File: src/rtl/hcpu_pkg.sv
// Package: payload types, opcode constants and sequencer states of the Hack CPU core.
package hcpu_pkg;

  typedef struct packed {
    logic        [15:0] instruction;
    logic signed [15:0] mem_read_data;
  } in_beat_t;

  typedef struct packed {
    logic        [15:0] next_pc;
    logic               mem_write;
    logic        [14:0] mem_addr;
    logic signed [15:0] mem_wdata;
    logic signed [15:0] a_value;
    logic               swi_valid;
    logic signed [15:0] swi_code;
    logic signed [15:0] swi_arg;
    logic               halted;
    logic        [2:0]  status;
  } out_beat_t;

  localparam logic [5:0] OP_AND  = 6'h00;
  localparam logic [5:0] OP_ADD  = 6'h02;
  localparam logic [5:0] OP_YMD  = 6'h07;
  localparam logic [5:0] OP_D    = 6'h0C;
  localparam logic [5:0] OP_ND   = 6'h0D;
  localparam logic [5:0] OP_DM1  = 6'h0E;
  localparam logic [5:0] OP_NEGD = 6'h0F;
  localparam logic [5:0] OP_DMY  = 6'h13;
  localparam logic [5:0] OP_OR   = 6'h15;
  localparam logic [5:0] OP_DP1  = 6'h1F;
  localparam logic [5:0] OP_SHL  = 6'h20;
  localparam logic [5:0] OP_SAR  = 6'h21;
  localparam logic [5:0] OP_MUL  = 6'h22;
  localparam logic [5:0] OP_DIV  = 6'h23;
  localparam logic [5:0] OP_MOD  = 6'h24;
  localparam logic [5:0] OP_LT   = 6'h25;
  localparam logic [5:0] OP_LE   = 6'h26;
  localparam logic [5:0] OP_GT   = 6'h27;
  localparam logic [5:0] OP_GE   = 6'h28;
  localparam logic [5:0] OP_EQ   = 6'h29;
  localparam logic [5:0] OP_ZERO = 6'h2A;
  localparam logic [5:0] OP_NE   = 6'h2B;
  localparam logic [5:0] OP_XOR  = 6'h2C;
  localparam logic [5:0] OP_CALL = 6'h2D;
  localparam logic [5:0] OP_RET  = 6'h2E;
  localparam logic [5:0] OP_SWI  = 6'h2F;
  localparam logic [5:0] OP_Y    = 6'h30;
  localparam logic [5:0] OP_NY   = 6'h31;
  localparam logic [5:0] OP_YM1  = 6'h32;
  localparam logic [5:0] OP_NEGY = 6'h33;
  localparam logic [5:0] OP_IRET = 6'h34;
  localparam logic [5:0] OP_YP1  = 6'h37;
  localparam logic [5:0] OP_M1   = 6'h3A;
  localparam logic [5:0] OP_ONE  = 6'h3F;

  localparam logic [2:0] ST_OK      = 3'd0;
  localparam logic [2:0] ST_IRQ     = 3'd1;
  localparam logic [2:0] ST_ILLEGAL = 3'd2;
  localparam logic [2:0] ST_BADOP   = 3'd3;
  localparam logic [2:0] ST_DIVZERO = 3'd4;

  localparam logic [15:0] IRQ_VECTOR = 16'd2;

  localparam logic [0:0] REG_PERIOD = 1'b0;
  localparam logic [0:0] REG_PLEN   = 1'b1;

  typedef enum logic [2:0] {
    S_IDLE,
    S_EXEC,
    S_MUL,
    S_DIV,
    S_FIN,
    S_OUT
  } seq_state_e;

  typedef enum logic [1:0] {
    MD_MUL,
    MD_DIV,
    MD_MOD
  } md_op_e;

  typedef struct packed {
    logic   start;
    md_op_e op;
  } md_ctrl_t;

endpackage

File: src/rtl/hcpu_muldiv.sv
// Shared iterative unit: shift-add multiply and restoring signed divide, one bit a cycle.
module hcpu_muldiv (
  input  logic                clk_i,
  input  logic                rst_ni,
  input  hcpu_pkg::md_ctrl_t  ctrl_i,
  input  logic [15:0]         d_i,
  input  logic [15:0]         y_i,
  output logic                done_o,
  output logic [15:0]         res_o
);
  import hcpu_pkg::*;

  logic        busy_q, busy_d;
  logic [3:0]  cnt_q, cnt_d;
  md_op_e      op_q, op_d;
  logic [15:0] acc_q, acc_d;     // product or partial remainder
  logic [15:0] sh_q, sh_d;       // multiplier bits or dividend/quotient bits
  logic [15:0] div_q, div_d;     // multiplicand or divisor magnitude
  logic        qneg_q, qneg_d, rneg_q, rneg_d;

  logic [15:0] d_mag, y_mag;
  logic [16:0] trial;
  logic [15:0] r_next, q_res, r_res;

  assign d_mag = d_i[15] ? 16'(-d_i) : d_i;
  assign y_mag = y_i[15] ? 16'(-y_i) : y_i;
  assign trial = {acc_q, sh_q[15]} - {1'b0, div_q};

  always_comb begin
    busy_d = busy_q;
    cnt_d  = cnt_q;
    op_d   = op_q;
    acc_d  = acc_q;
    sh_d   = sh_q;
    div_d  = div_q;
    qneg_d = qneg_q;
    rneg_d = rneg_q;
    r_next = '0;
    if (ctrl_i.start) begin
      busy_d = 1'b1;
      cnt_d  = '0;
      op_d   = ctrl_i.op;
      acc_d  = '0;
      qneg_d = d_i[15] ^ y_i[15];
      rneg_d = d_i[15];
      if (ctrl_i.op == MD_MUL) begin
        sh_d  = y_i;
        div_d = d_i;
      end else begin
        sh_d  = d_mag;
        div_d = y_mag;
      end
    end else if (busy_q) begin
      cnt_d = cnt_q + 4'd1;
      if (cnt_q == 4'd15) busy_d = 1'b0;
      if (op_q == MD_MUL) begin
        acc_d = (acc_q << 1) + (sh_q[15] ? div_q : 16'd0);
        sh_d  = sh_q << 1;
      end else begin
        if (!trial[16]) begin
          r_next = trial[15:0];
          sh_d   = {sh_q[14:0], 1'b1};
        end else begin
          r_next = {acc_q[14:0], sh_q[15]};
          sh_d   = {sh_q[14:0], 1'b0};
        end
        acc_d = r_next;
      end
    end
  end

  always_ff @(posedge clk_i or negedge rst_ni) begin
    if (!rst_ni) begin
      busy_q <= 1'b0;
      cnt_q  <= '0;
      op_q   <= MD_MUL;
    end else begin
      busy_q <= busy_d;
      cnt_q  <= cnt_d;
      op_q   <= op_d;
    end
  end

  always_ff @(posedge clk_i) begin
    acc_q  <= acc_d;
    sh_q   <= sh_d;
    div_q  <= div_d;
    qneg_q <= qneg_d;
    rneg_q <= rneg_d;
  end

  assign q_res  = qneg_q ? 16'(-sh_q) : sh_q;
  assign r_res  = rneg_q ? 16'(-acc_q) : acc_q;
  assign done_o = !busy_q;
  always_comb begin
    case (op_q)
      MD_MUL:  res_o = acc_q;
      MD_DIV:  res_o = q_res;
      default: res_o = r_res;
    endcase
  end
endmodule

File: src/rtl/hack_cpu_extended_core_unit.sv
// Top level of the Hack CPU core: architectural state, sequencer, ALU and config port.
// One instruction is taken per input beat and gives one result beat. A instructions, call,
// ret, swi, iret, illegal words and timer entries pass through accept, execute and output;
// other C instructions add a write-back state, a divide by zero included; multiply, divide
// and modulo also wait on the 16-step shared multiply/divide unit before write-back.
// Result stalls hold the output beat. The input is not ready (in_stall_o high) from accept
// until the result beat is taken.
module hack_cpu_extended_core_unit #(
  parameter int MEM_WORDS    = 32768,
  parameter int PERIOD_SHIFT = 12
) (
  input  logic                clk_i,
  input  logic                rst_ni,
  input  logic                in_valid_i,
  output logic                in_stall_o,
  input  hcpu_pkg::in_beat_t  in_data_i,
  output logic                out_valid_o,
  input  logic                out_stall_i,
  output hcpu_pkg::out_beat_t out_data_o,
  input  logic                psel,
  input  logic                penable,
  input  logic                pwrite,
  input  logic [2:0]          paddr,
  input  logic [31:0]         pwdata,
  output logic [31:0]         prdata,
  output logic                pready
);
  import hcpu_pkg::*;

  localparam int AW = $clog2(MEM_WORDS);

  seq_state_e  state_q, state_d;
  logic [15:0] a_q, a_d, d_q, d_d, pc_q, pc_d, lr_q, lr_d, ilr_q, ilr_d;
  logic [15:0] sa_q, sa_d, sd_q, sd_d;
  logic        inint_q, inint_d;
  logic [31:0] tick_q, tick_d;
  logic [15:0] period_q, plen_q;
  in_beat_t    ib_q;
  out_beat_t   ob_q, ob_d;
  logic [15:0] res_q, res_d;
  logic [2:0]  code_q, code_d;

  md_ctrl_t    md_ctrl;
  logic        md_done;
  logic [15:0] md_res;

  logic [47:0] period_full;
  logic [31:0] tick_inc;
  logic        tick;
  logic [5:0]  op;
  logic [15:0] y, alu_r;
  logic [2:0]  alu_code;
  logic        take;
  logic        sy_zero;
  logic [15:0] a_new, pc_inc;
  logic signed [15:0] sd, sy, sr;

  assign pready = 1'b1;
  always_comb begin
    unique case (paddr[2])
      REG_PERIOD: prdata = {16'd0, period_q};
      default:    prdata = {16'd0, plen_q};
    endcase
  end

  always_ff @(posedge clk_i or negedge rst_ni) begin
    if (!rst_ni) begin
      period_q <= '0;
      plen_q   <= 16'h8000;
    end else if (psel && penable && pwrite && paddr[1:0] == 2'b00) begin
      if (paddr[2] == REG_PERIOD) period_q <= pwdata[15:0];
      else                        plen_q   <= pwdata[15:0];
    end
  end

  assign op      = ib_q.instruction[11:6];
  assign y       = ib_q.instruction[12] ? ib_q.mem_read_data : a_q;
  assign sd      = d_q;
  assign sy      = y;
  assign sy_zero = (y == 16'd0);

  always_comb begin
    alu_r    = '0;
    alu_code = ST_OK;
    case (op)
      OP_AND:  alu_r = d_q & y;
      OP_ADD:  alu_r = d_q + y;
      OP_YMD:  alu_r = y - d_q;
      OP_D:    alu_r = d_q;
      OP_ND:   alu_r = ~d_q;
      OP_DM1:  alu_r = d_q - 16'd1;
      OP_NEGD: alu_r = 16'(-d_q);
      OP_DMY:  alu_r = d_q - y;
      OP_OR:   alu_r = d_q | y;
      OP_DP1:  alu_r = d_q + 16'd1;
      OP_ZERO: alu_r = '0;
      OP_Y:    alu_r = y;
      OP_NY:   alu_r = ~y;
      OP_YM1:  alu_r = y - 16'd1;
      OP_NEGY: alu_r = 16'(-y);
      OP_YP1:  alu_r = y + 16'd1;
      OP_M1:   alu_r = 16'hFFFF;
      OP_ONE:  alu_r = 16'd1;
      OP_SHL:  alu_r = (y[15:4] != 12'd0) ? 16'd0 : (d_q << y[3:0]);
      OP_SAR:  alu_r = (y[15:4] != 12'd0) ? {16{d_q[15]}} : 16'(sd >>> y[3:0]);
      OP_LT:   alu_r = {15'd0, sd < sy};
      OP_LE:   alu_r = {15'd0, sd <= sy};
      OP_GT:   alu_r = {15'd0, sd > sy};
      OP_GE:   alu_r = {15'd0, sd >= sy};
      OP_EQ:   alu_r = {15'd0, sd == sy};
      OP_NE:   alu_r = {15'd0, sd != sy};
      OP_XOR:  alu_r = d_q ^ y;
      OP_MUL, OP_DIV, OP_MOD: alu_r = '0;
      default: alu_code = ST_BADOP;
    endcase
  end

  assign period_full = {32'd0, period_q} << PERIOD_SHIFT;
  assign tick_inc    = tick_q + 32'd1;
  assign tick = (period_full != 48'd0) && ({16'd0, tick_inc} >= period_full);
  assign pc_inc = pc_q + 16'd1;
  assign sr = res_q;
  assign a_new = ib_q.instruction[5] ? res_q : a_q;

  always_comb begin
    unique case (ib_q.instruction[2:0])
      3'd1:    take = sr > 0;
      3'd2:    take = sr == 0;
      3'd3:    take = sr >= 0;
      3'd4:    take = sr < 0;
      3'd5:    take = sr != 0;
      3'd6:    take = sr <= 0;
      3'd7:    take = 1'b1;
      default: take = 1'b0;
    endcase
  end

  hcpu_muldiv u_md (
    .clk_i  (clk_i),
    .rst_ni (rst_ni),
    .ctrl_i (md_ctrl),
    .d_i    (d_q),
    .y_i    (y),
    .done_o (md_done),
    .res_o  (md_res)
  );

  always_comb begin
    state_d = state_q;
    a_d = a_q; d_d = d_q; pc_d = pc_q; lr_d = lr_q; ilr_d = ilr_q;
    sa_d = sa_q; sd_d = sd_q; inint_d = inint_q; tick_d = tick_q;
    ob_d = ob_q; res_d = res_q; code_d = code_q;
    md_ctrl.start = 1'b0;
    md_ctrl.op    = MD_MUL;
    unique case (state_q)
      S_IDLE: if (in_valid_i) state_d = S_EXEC;
      S_EXEC: begin
        ob_d = '0;
        tick_d = tick ? 32'd0 : tick_inc;
        if (tick && !inint_q) begin
          sa_d = a_q; sd_d = d_q; ilr_d = pc_q; pc_d = IRQ_VECTOR; inint_d = 1'b1;
          ob_d.status = ST_IRQ;
          state_d = S_OUT;
        end else begin
          pc_d = pc_inc;
          state_d = S_OUT;
          if (ib_q.instruction[15:13] == 3'b111) begin
            unique case (op)
              OP_CALL: begin lr_d = pc_inc; pc_d = a_q; end
              OP_RET:  pc_d = lr_q;
              OP_SWI: begin
                ob_d.swi_valid = 1'b1; ob_d.swi_code = a_q; ob_d.swi_arg = d_q;
              end
              OP_IRET: begin
                a_d = sa_q; d_d = sd_q; pc_d = ilr_q; inint_d = 1'b0;
              end
              default: begin
                res_d  = alu_r;
                code_d = alu_code;
                state_d = S_FIN;
                if (op == OP_MUL) begin
                  md_ctrl.start = 1'b1; state_d = S_MUL;
                end else if (op == OP_DIV || op == OP_MOD) begin
                  if (sy_zero) begin
                    res_d  = (op == OP_DIV) ? 16'hFFFF : d_q;
                    code_d = ST_DIVZERO;
                  end else begin
                    md_ctrl.start = 1'b1;
                    md_ctrl.op = (op == OP_DIV) ? MD_DIV : MD_MOD;
                    state_d = S_DIV;
                  end
                end
              end
            endcase
          end else if (!ib_q.instruction[15]) begin
            a_d = ib_q.instruction;
          end else begin
            ob_d.status = ST_ILLEGAL;
          end
        end
      end
      S_MUL, S_DIV: begin
        if (md_done) begin
          res_d = md_res;
          state_d = S_FIN;
        end
      end
      S_FIN: begin
        if (ib_q.instruction[5]) a_d = res_q;
        if (ib_q.instruction[4]) d_d = res_q;
        if (ib_q.instruction[3]) begin
          ob_d.mem_write = 1'b1;
          ob_d.mem_addr  = 15'(a_new[AW-1:0]);
          ob_d.mem_wdata = res_q;
        end
        if (take) pc_d = a_new;
        ob_d.status = code_q;
        state_d = S_OUT;
      end
      S_OUT: if (!out_stall_i) state_d = S_IDLE;
      default: state_d = S_IDLE;
    endcase
    ob_d.next_pc = pc_d;
    ob_d.a_value = a_d;
    ob_d.halted  = (pc_d >= plen_q);
    if (state_q == S_OUT || state_q == S_IDLE || state_q == S_MUL || state_q == S_DIV) begin
      ob_d.next_pc = ob_q.next_pc;
      ob_d.a_value = ob_q.a_value;
      ob_d.halted  = ob_q.halted;
    end
  end

  always_ff @(posedge clk_i or negedge rst_ni) begin
    if (!rst_ni) begin
      state_q <= S_IDLE;
      a_q <= '0; d_q <= '0; pc_q <= '0; lr_q <= '0; ilr_q <= '0;
      sa_q <= '0; sd_q <= '0; inint_q <= 1'b0; tick_q <= '0;
    end else begin
      state_q <= state_d;
      a_q <= a_d; d_q <= d_d; pc_q <= pc_d; lr_q <= lr_d; ilr_q <= ilr_d;
      sa_q <= sa_d; sd_q <= sd_d; inint_q <= inint_d; tick_q <= tick_d;
    end
  end

  always_ff @(posedge clk_i) begin
    if (state_q == S_IDLE && in_valid_i) ib_q <= in_data_i;
    ob_q   <= ob_d;
    res_q  <= res_d;
    code_q <= code_d;
  end

  assign in_stall_o  = (state_q != S_IDLE);
  assign out_valid_o = (state_q == S_OUT);
  assign out_data_o  = ob_q;
endmodule

File: config.mk
export PLATFORM = sky130hd
export DESIGN_NAME = hack_cpu_extended_core_unit
export DESIGN_NICKNAME = d
export VERILOG_FILES = /design/src/rtl/hcpu_pkg.sv /design/src/rtl/hcpu_muldiv.sv /design/src/rtl/hack_cpu_extended_core_unit.sv
export SDC_FILE = /design/constraint.sdc
export NUM_CORES = 1
export LEC_CHECK = 0
export BUFFER_PORTS_ARGS = -buffer_cell sky130_fd_sc_hd__clkbuf_2
export CAP_MARGIN = 10
export CORE_MARGIN = 2
export CORE_UTILIZATION = 27
export CTS_BUF_LIST = sky130_fd_sc_hd__clkbuf_8
export CTS_CLUSTER_SIZE = 10
export DETAILED_ROUTE_END_ITERATION = 10
export HOLD_SLACK_MARGIN = 0.08
export MAX_ROUTING_LAYER = met4
export SYNTH_ARGS = -nofsm -noshare
export SYNTH_HDL_FRONTEND = slang
export SYNTH_SLANG_ARGS = --single-unit
File: constraint.sdc
create_clock -name clk_i -period 7 [get_ports clk_i]
set_input_delay 0.35 -clock clk_i [delete_from_list [all_inputs] [get_ports clk_i]]
set_output_delay 0.35 -clock clk_i [all_outputs]
set_load 0.02 [all_outputs]
==> key figures <==
Outcome
  – Status: completed

Yosys
  – Synth Flop Type: dfrtp_1
  – Number of synthesized flops with an enable pin: 185
  – Top-count cell post-synth: nand2_1
  – Yosys reg bits: 388
  – Warnings from Yosys: 0
  – Asr flop ratio synth: 0.482
  – Dominant cell type by area after synthesis: edfxtp_1
  – Synth area leaders: edfxtp_1 20%, dfrtp_1 17%, ha_1 6.3%
  – Post-Synthesis Cells: 3,051
  – Synth unique cells: 109
  – Synthesized area per cell: 8.99 um^2
  – Mapped Area: 27,400 um^2
  – Sequential area share after synthesis: 0.385
  – Synth top area share: 0.203
  – Most common library cells after synthesis: 366 x nand2_1, 310 x o21ai_0, 202 x nor2_1

Global routing
  – Met3 GRT Util: 0.0394
  – Global-route wire length before repair: 163,000 um
  – Antenna violations before repair: 8
  – GRT met2 Usage: 0.313
  – Met1 usage: 0.290
  – Largest net degree at the start of global routing: 113
  – Grt ovf: 0
  – Overall global routing resource usage: 0.216
  – GRT busiest layer: met2
  – Vias in the first global route: 24.0k

Floorplan
  – Core area: 100,000 um^2
  – Core Rows: 116
  – DIE HEIGHT: 323 um
  – Starting Density: 0.273
  – Die area: 104,000 um^2
  – DIE WIDTH: 323 um
  – I/O pins: 210

CTS
  – Clock transition at the registers of the reported paths: 0.07 ns
  – Clock Sinks: 388
  – CTS tree: built
  – Clk_lat worst skew: 0.69 ns
  – Number of H-tree levels: 3
  – Number of buffers created by CTS: 69
  – Setup Buffers After CTS: 0
  – Root Buffer: clkbuf_8
  – Maximum buffer depth of the clock tree: 3

Setup path
  – Slowest stage delay, CP: 0.60 ns
  – Critical path type: reg2reg
  – Crit path launch type: flip-flop
  – CP max-delay cell: or4_4
  – Flop-to-flop setup slack: 0.48 ns
  – Family with the most delay on the worst path: compound AO/OA/AOI/OAI gates
  – CP most frequent cell: a21oi_1
  – CP endpoint kind: flip-flop
  – Arr. time, crit path: 6.93 ns
  – Critical path fanouts, max: 20
  – Worst Path Required: 7.41 ns
  – Worst path bufs/invs: 2

STA
  – Slew @ Worst Pin: 1.13 ns
  – Hold Vio Cnt, Final: 0
  – Tcrit/Tclk final: 0.931
  – Fin. max-slew vios: 0
  – Max Clock Skew: 0.0432 ns
  – Slew margin rel.: 0.245
  – Max Freq: 153 MHz
  – Post-Route Setup TNS: 0 ns
  – Minimum clock period: 6.52 ns
  – Worst setup margin: 0.484 ns
  – RSZ-0062 raised after global routing: false
  – Final setup viols: 0

Route
  – Total number of vias: 25.6k
  – Vias per cell: 5.49
  – Drt pass-1 iters: 7
  – Post-DRT Antenna Nets: 0
  – WL final: 112,000 um
  – DR WL/cell: 24.0 um
  – Initial DRC Count: 3,349
  – # DRC: 0

Place
  – HPWL after DPL: 81,700 um
  – Place WS: 0.435 ns
  – Final GP Congestion: 1.05
  – Port Buffer Count: 176

Run
  – Max-cap viol count: 0

Final layout
  – Share of layout cells above drive strength 1: 0.151
  – Filler cell count: 10.7k
  – Layout area overhead: 15.8%
  – Largest register FFs: 101
  – Total Nets Final: 3,462

Power and ir drop
  – Pwr dens: 420 nW/um^2
  – Combinational share of power: 0.549
  – P_sw: 6.62 mW
  – Tot Pwr: 13.3 mW
  – Clock share of power: 0.161
  – Switching Share: 0.496
  – Worst IR Drop VDD: 0.267 mV
  – Static Leak: 13.0 nW
  – Cell-internal power: 6.72 mW
  – Sequential share of power: 0.290

Worst hold path
  – Worst min-delay path category: in2reg
## power groups by stage
stage / Clock, mW / Sequential, mW / Combinational, mW
after global routing: 2.28 / 3.92 / 7.79
after floorplan: 0 / 3.92 / 4.34
after global placement: 0 / 3.90 / 7.07
after CTS: 2.18 / 3.85 / 7.14
final: 2.15 / 3.87 / 7.32
after detailed placement: 0 / 3.88 / 7.06
## worst register-to-register path, stage by stage (launching register included)
cell and delay [ns]:
dfrtp_1 0.45, nand2_1 0.20, or4_4 0.60, nor2_1 0.13, buf_4 0.16, and3_1 0.16, and3_1 0.17, xor2_1 0.09
ha_1 0.31, nand4_1 0.08, or2_2 0.30, a2111o_1 0.41, nor4_2 0.14, a32oi_1 0.23, and2_4 0.26, o31ai_4 0.31
buf_6 0.27, a211oi_1 0.10, o21a_1 0.19, o32a_1 0.24, ha_1 0.29, nor2b_1 0.13, o21ai_0 0.20, a21oi_1 0.10
o211ai_1 0.25, a21oi_1 0.11, o31ai_1 0.27, a21oi_1 0.10
## through the flow
stage	cell area (um^2)	util	cells	hold slack, ns
after global placement	29900	0.298	4481	0.464
after CTS	31700	0.316	4656	0.0805
after detailed placement	29900	0.298	4481	0.472
after floorplan	27500	-	3066	0.0544
final	31800	0.316	4662	0.131
after global routing	31800	0.316	4662	0.130
## cells by family (layout without fill, tap and decap cells)
group	count (synthesis)	after routing	synth area share
xor+xnor	194	194	0.0625
compound gates	913	913	0.214
simple gates	961	961	0.170
flops	388	388	0.385
fa+ha+maj	143	143	0.0663
mux	123	123	0.0516
other cells	2	22	0.000274
buf+inv	327	561	0.0502
## path summary, 6_finish.rpt
check                                 to        from  cells after the start
min in group asynchronous       sa_q[10]      rst_ni                      2
min reg2reg                      sd_q[1]     sd_q[1]                      2
max                        out_data_o[3]   tick_q[4]                     27
min                           state_q[0]  in_valid_i                      4
max in group asynchronous      tick_q[7]      rst_ni                      3
max reg2reg                out_data_o[3]   tick_q[4]                     27
## layout make-up
| class | instances | area, um^2 | share of cell area |
|---|---|---|---|
| clock buffer | 78 | 1070 | 0.0338 |
| antenna | 5 | 12.5 | 0.000394 |
| clock inverter | 48 | 288 | 0.00906 |
| tap | 1357 | 1700 | 0.0535 |
| sequential | 388 | 10600 | 0.332 |
| timing repair buffer | 316 | 2060 | 0.0650 |
| multi-input combinational | 2351 | 15600 | 0.492 |
| inverter | 119 | 449 | 0.0141 |
## repair_timing
| action | in CTS | in global routing |
|---|---|---|
| hold buffers | 49 | 0 |
| hold endpoints to repair | 175 | 0 |
| gates resized for setup | 0 | 3 |
| setup endpoints to repair | 0 | 1 |
## per-layer routing
metal	share of wire	wire length [um]
met5	0	0
met4	0.050	5590
met3	0.095	10600
met2	0.43	47700
met1	0.43	47900
## cells in the final DEF (no fill, tap or decap), types with 36 or more instances in the layout
cell           synthesis  layout
mux2i_1               60      59
edfxtp_1             185     185
mux2_2                49      49
ha_1                 139     139
o211ai_1              39      39
nor3_1                48      47
clkbuf_8               0      79
and2_1                43      43
nor2_1               202     199
nand3_1               60      59
clkbuf_2               0     175
and3_1                45      44
buf_4                 19      89
xnor2_1              138     138
inv_1                111     132
xor2_1                54      53
o21ai_0              310     310
nand2_1              366     365
a211oi_1              49      49
dlygate4sd3_1          0      49
o22ai_1               42      42
dfrtp_1              186     185
nor2b_1               36      36
a21oi_1              164     164
No activity file was read; power rests on OpenSTA's default activity.
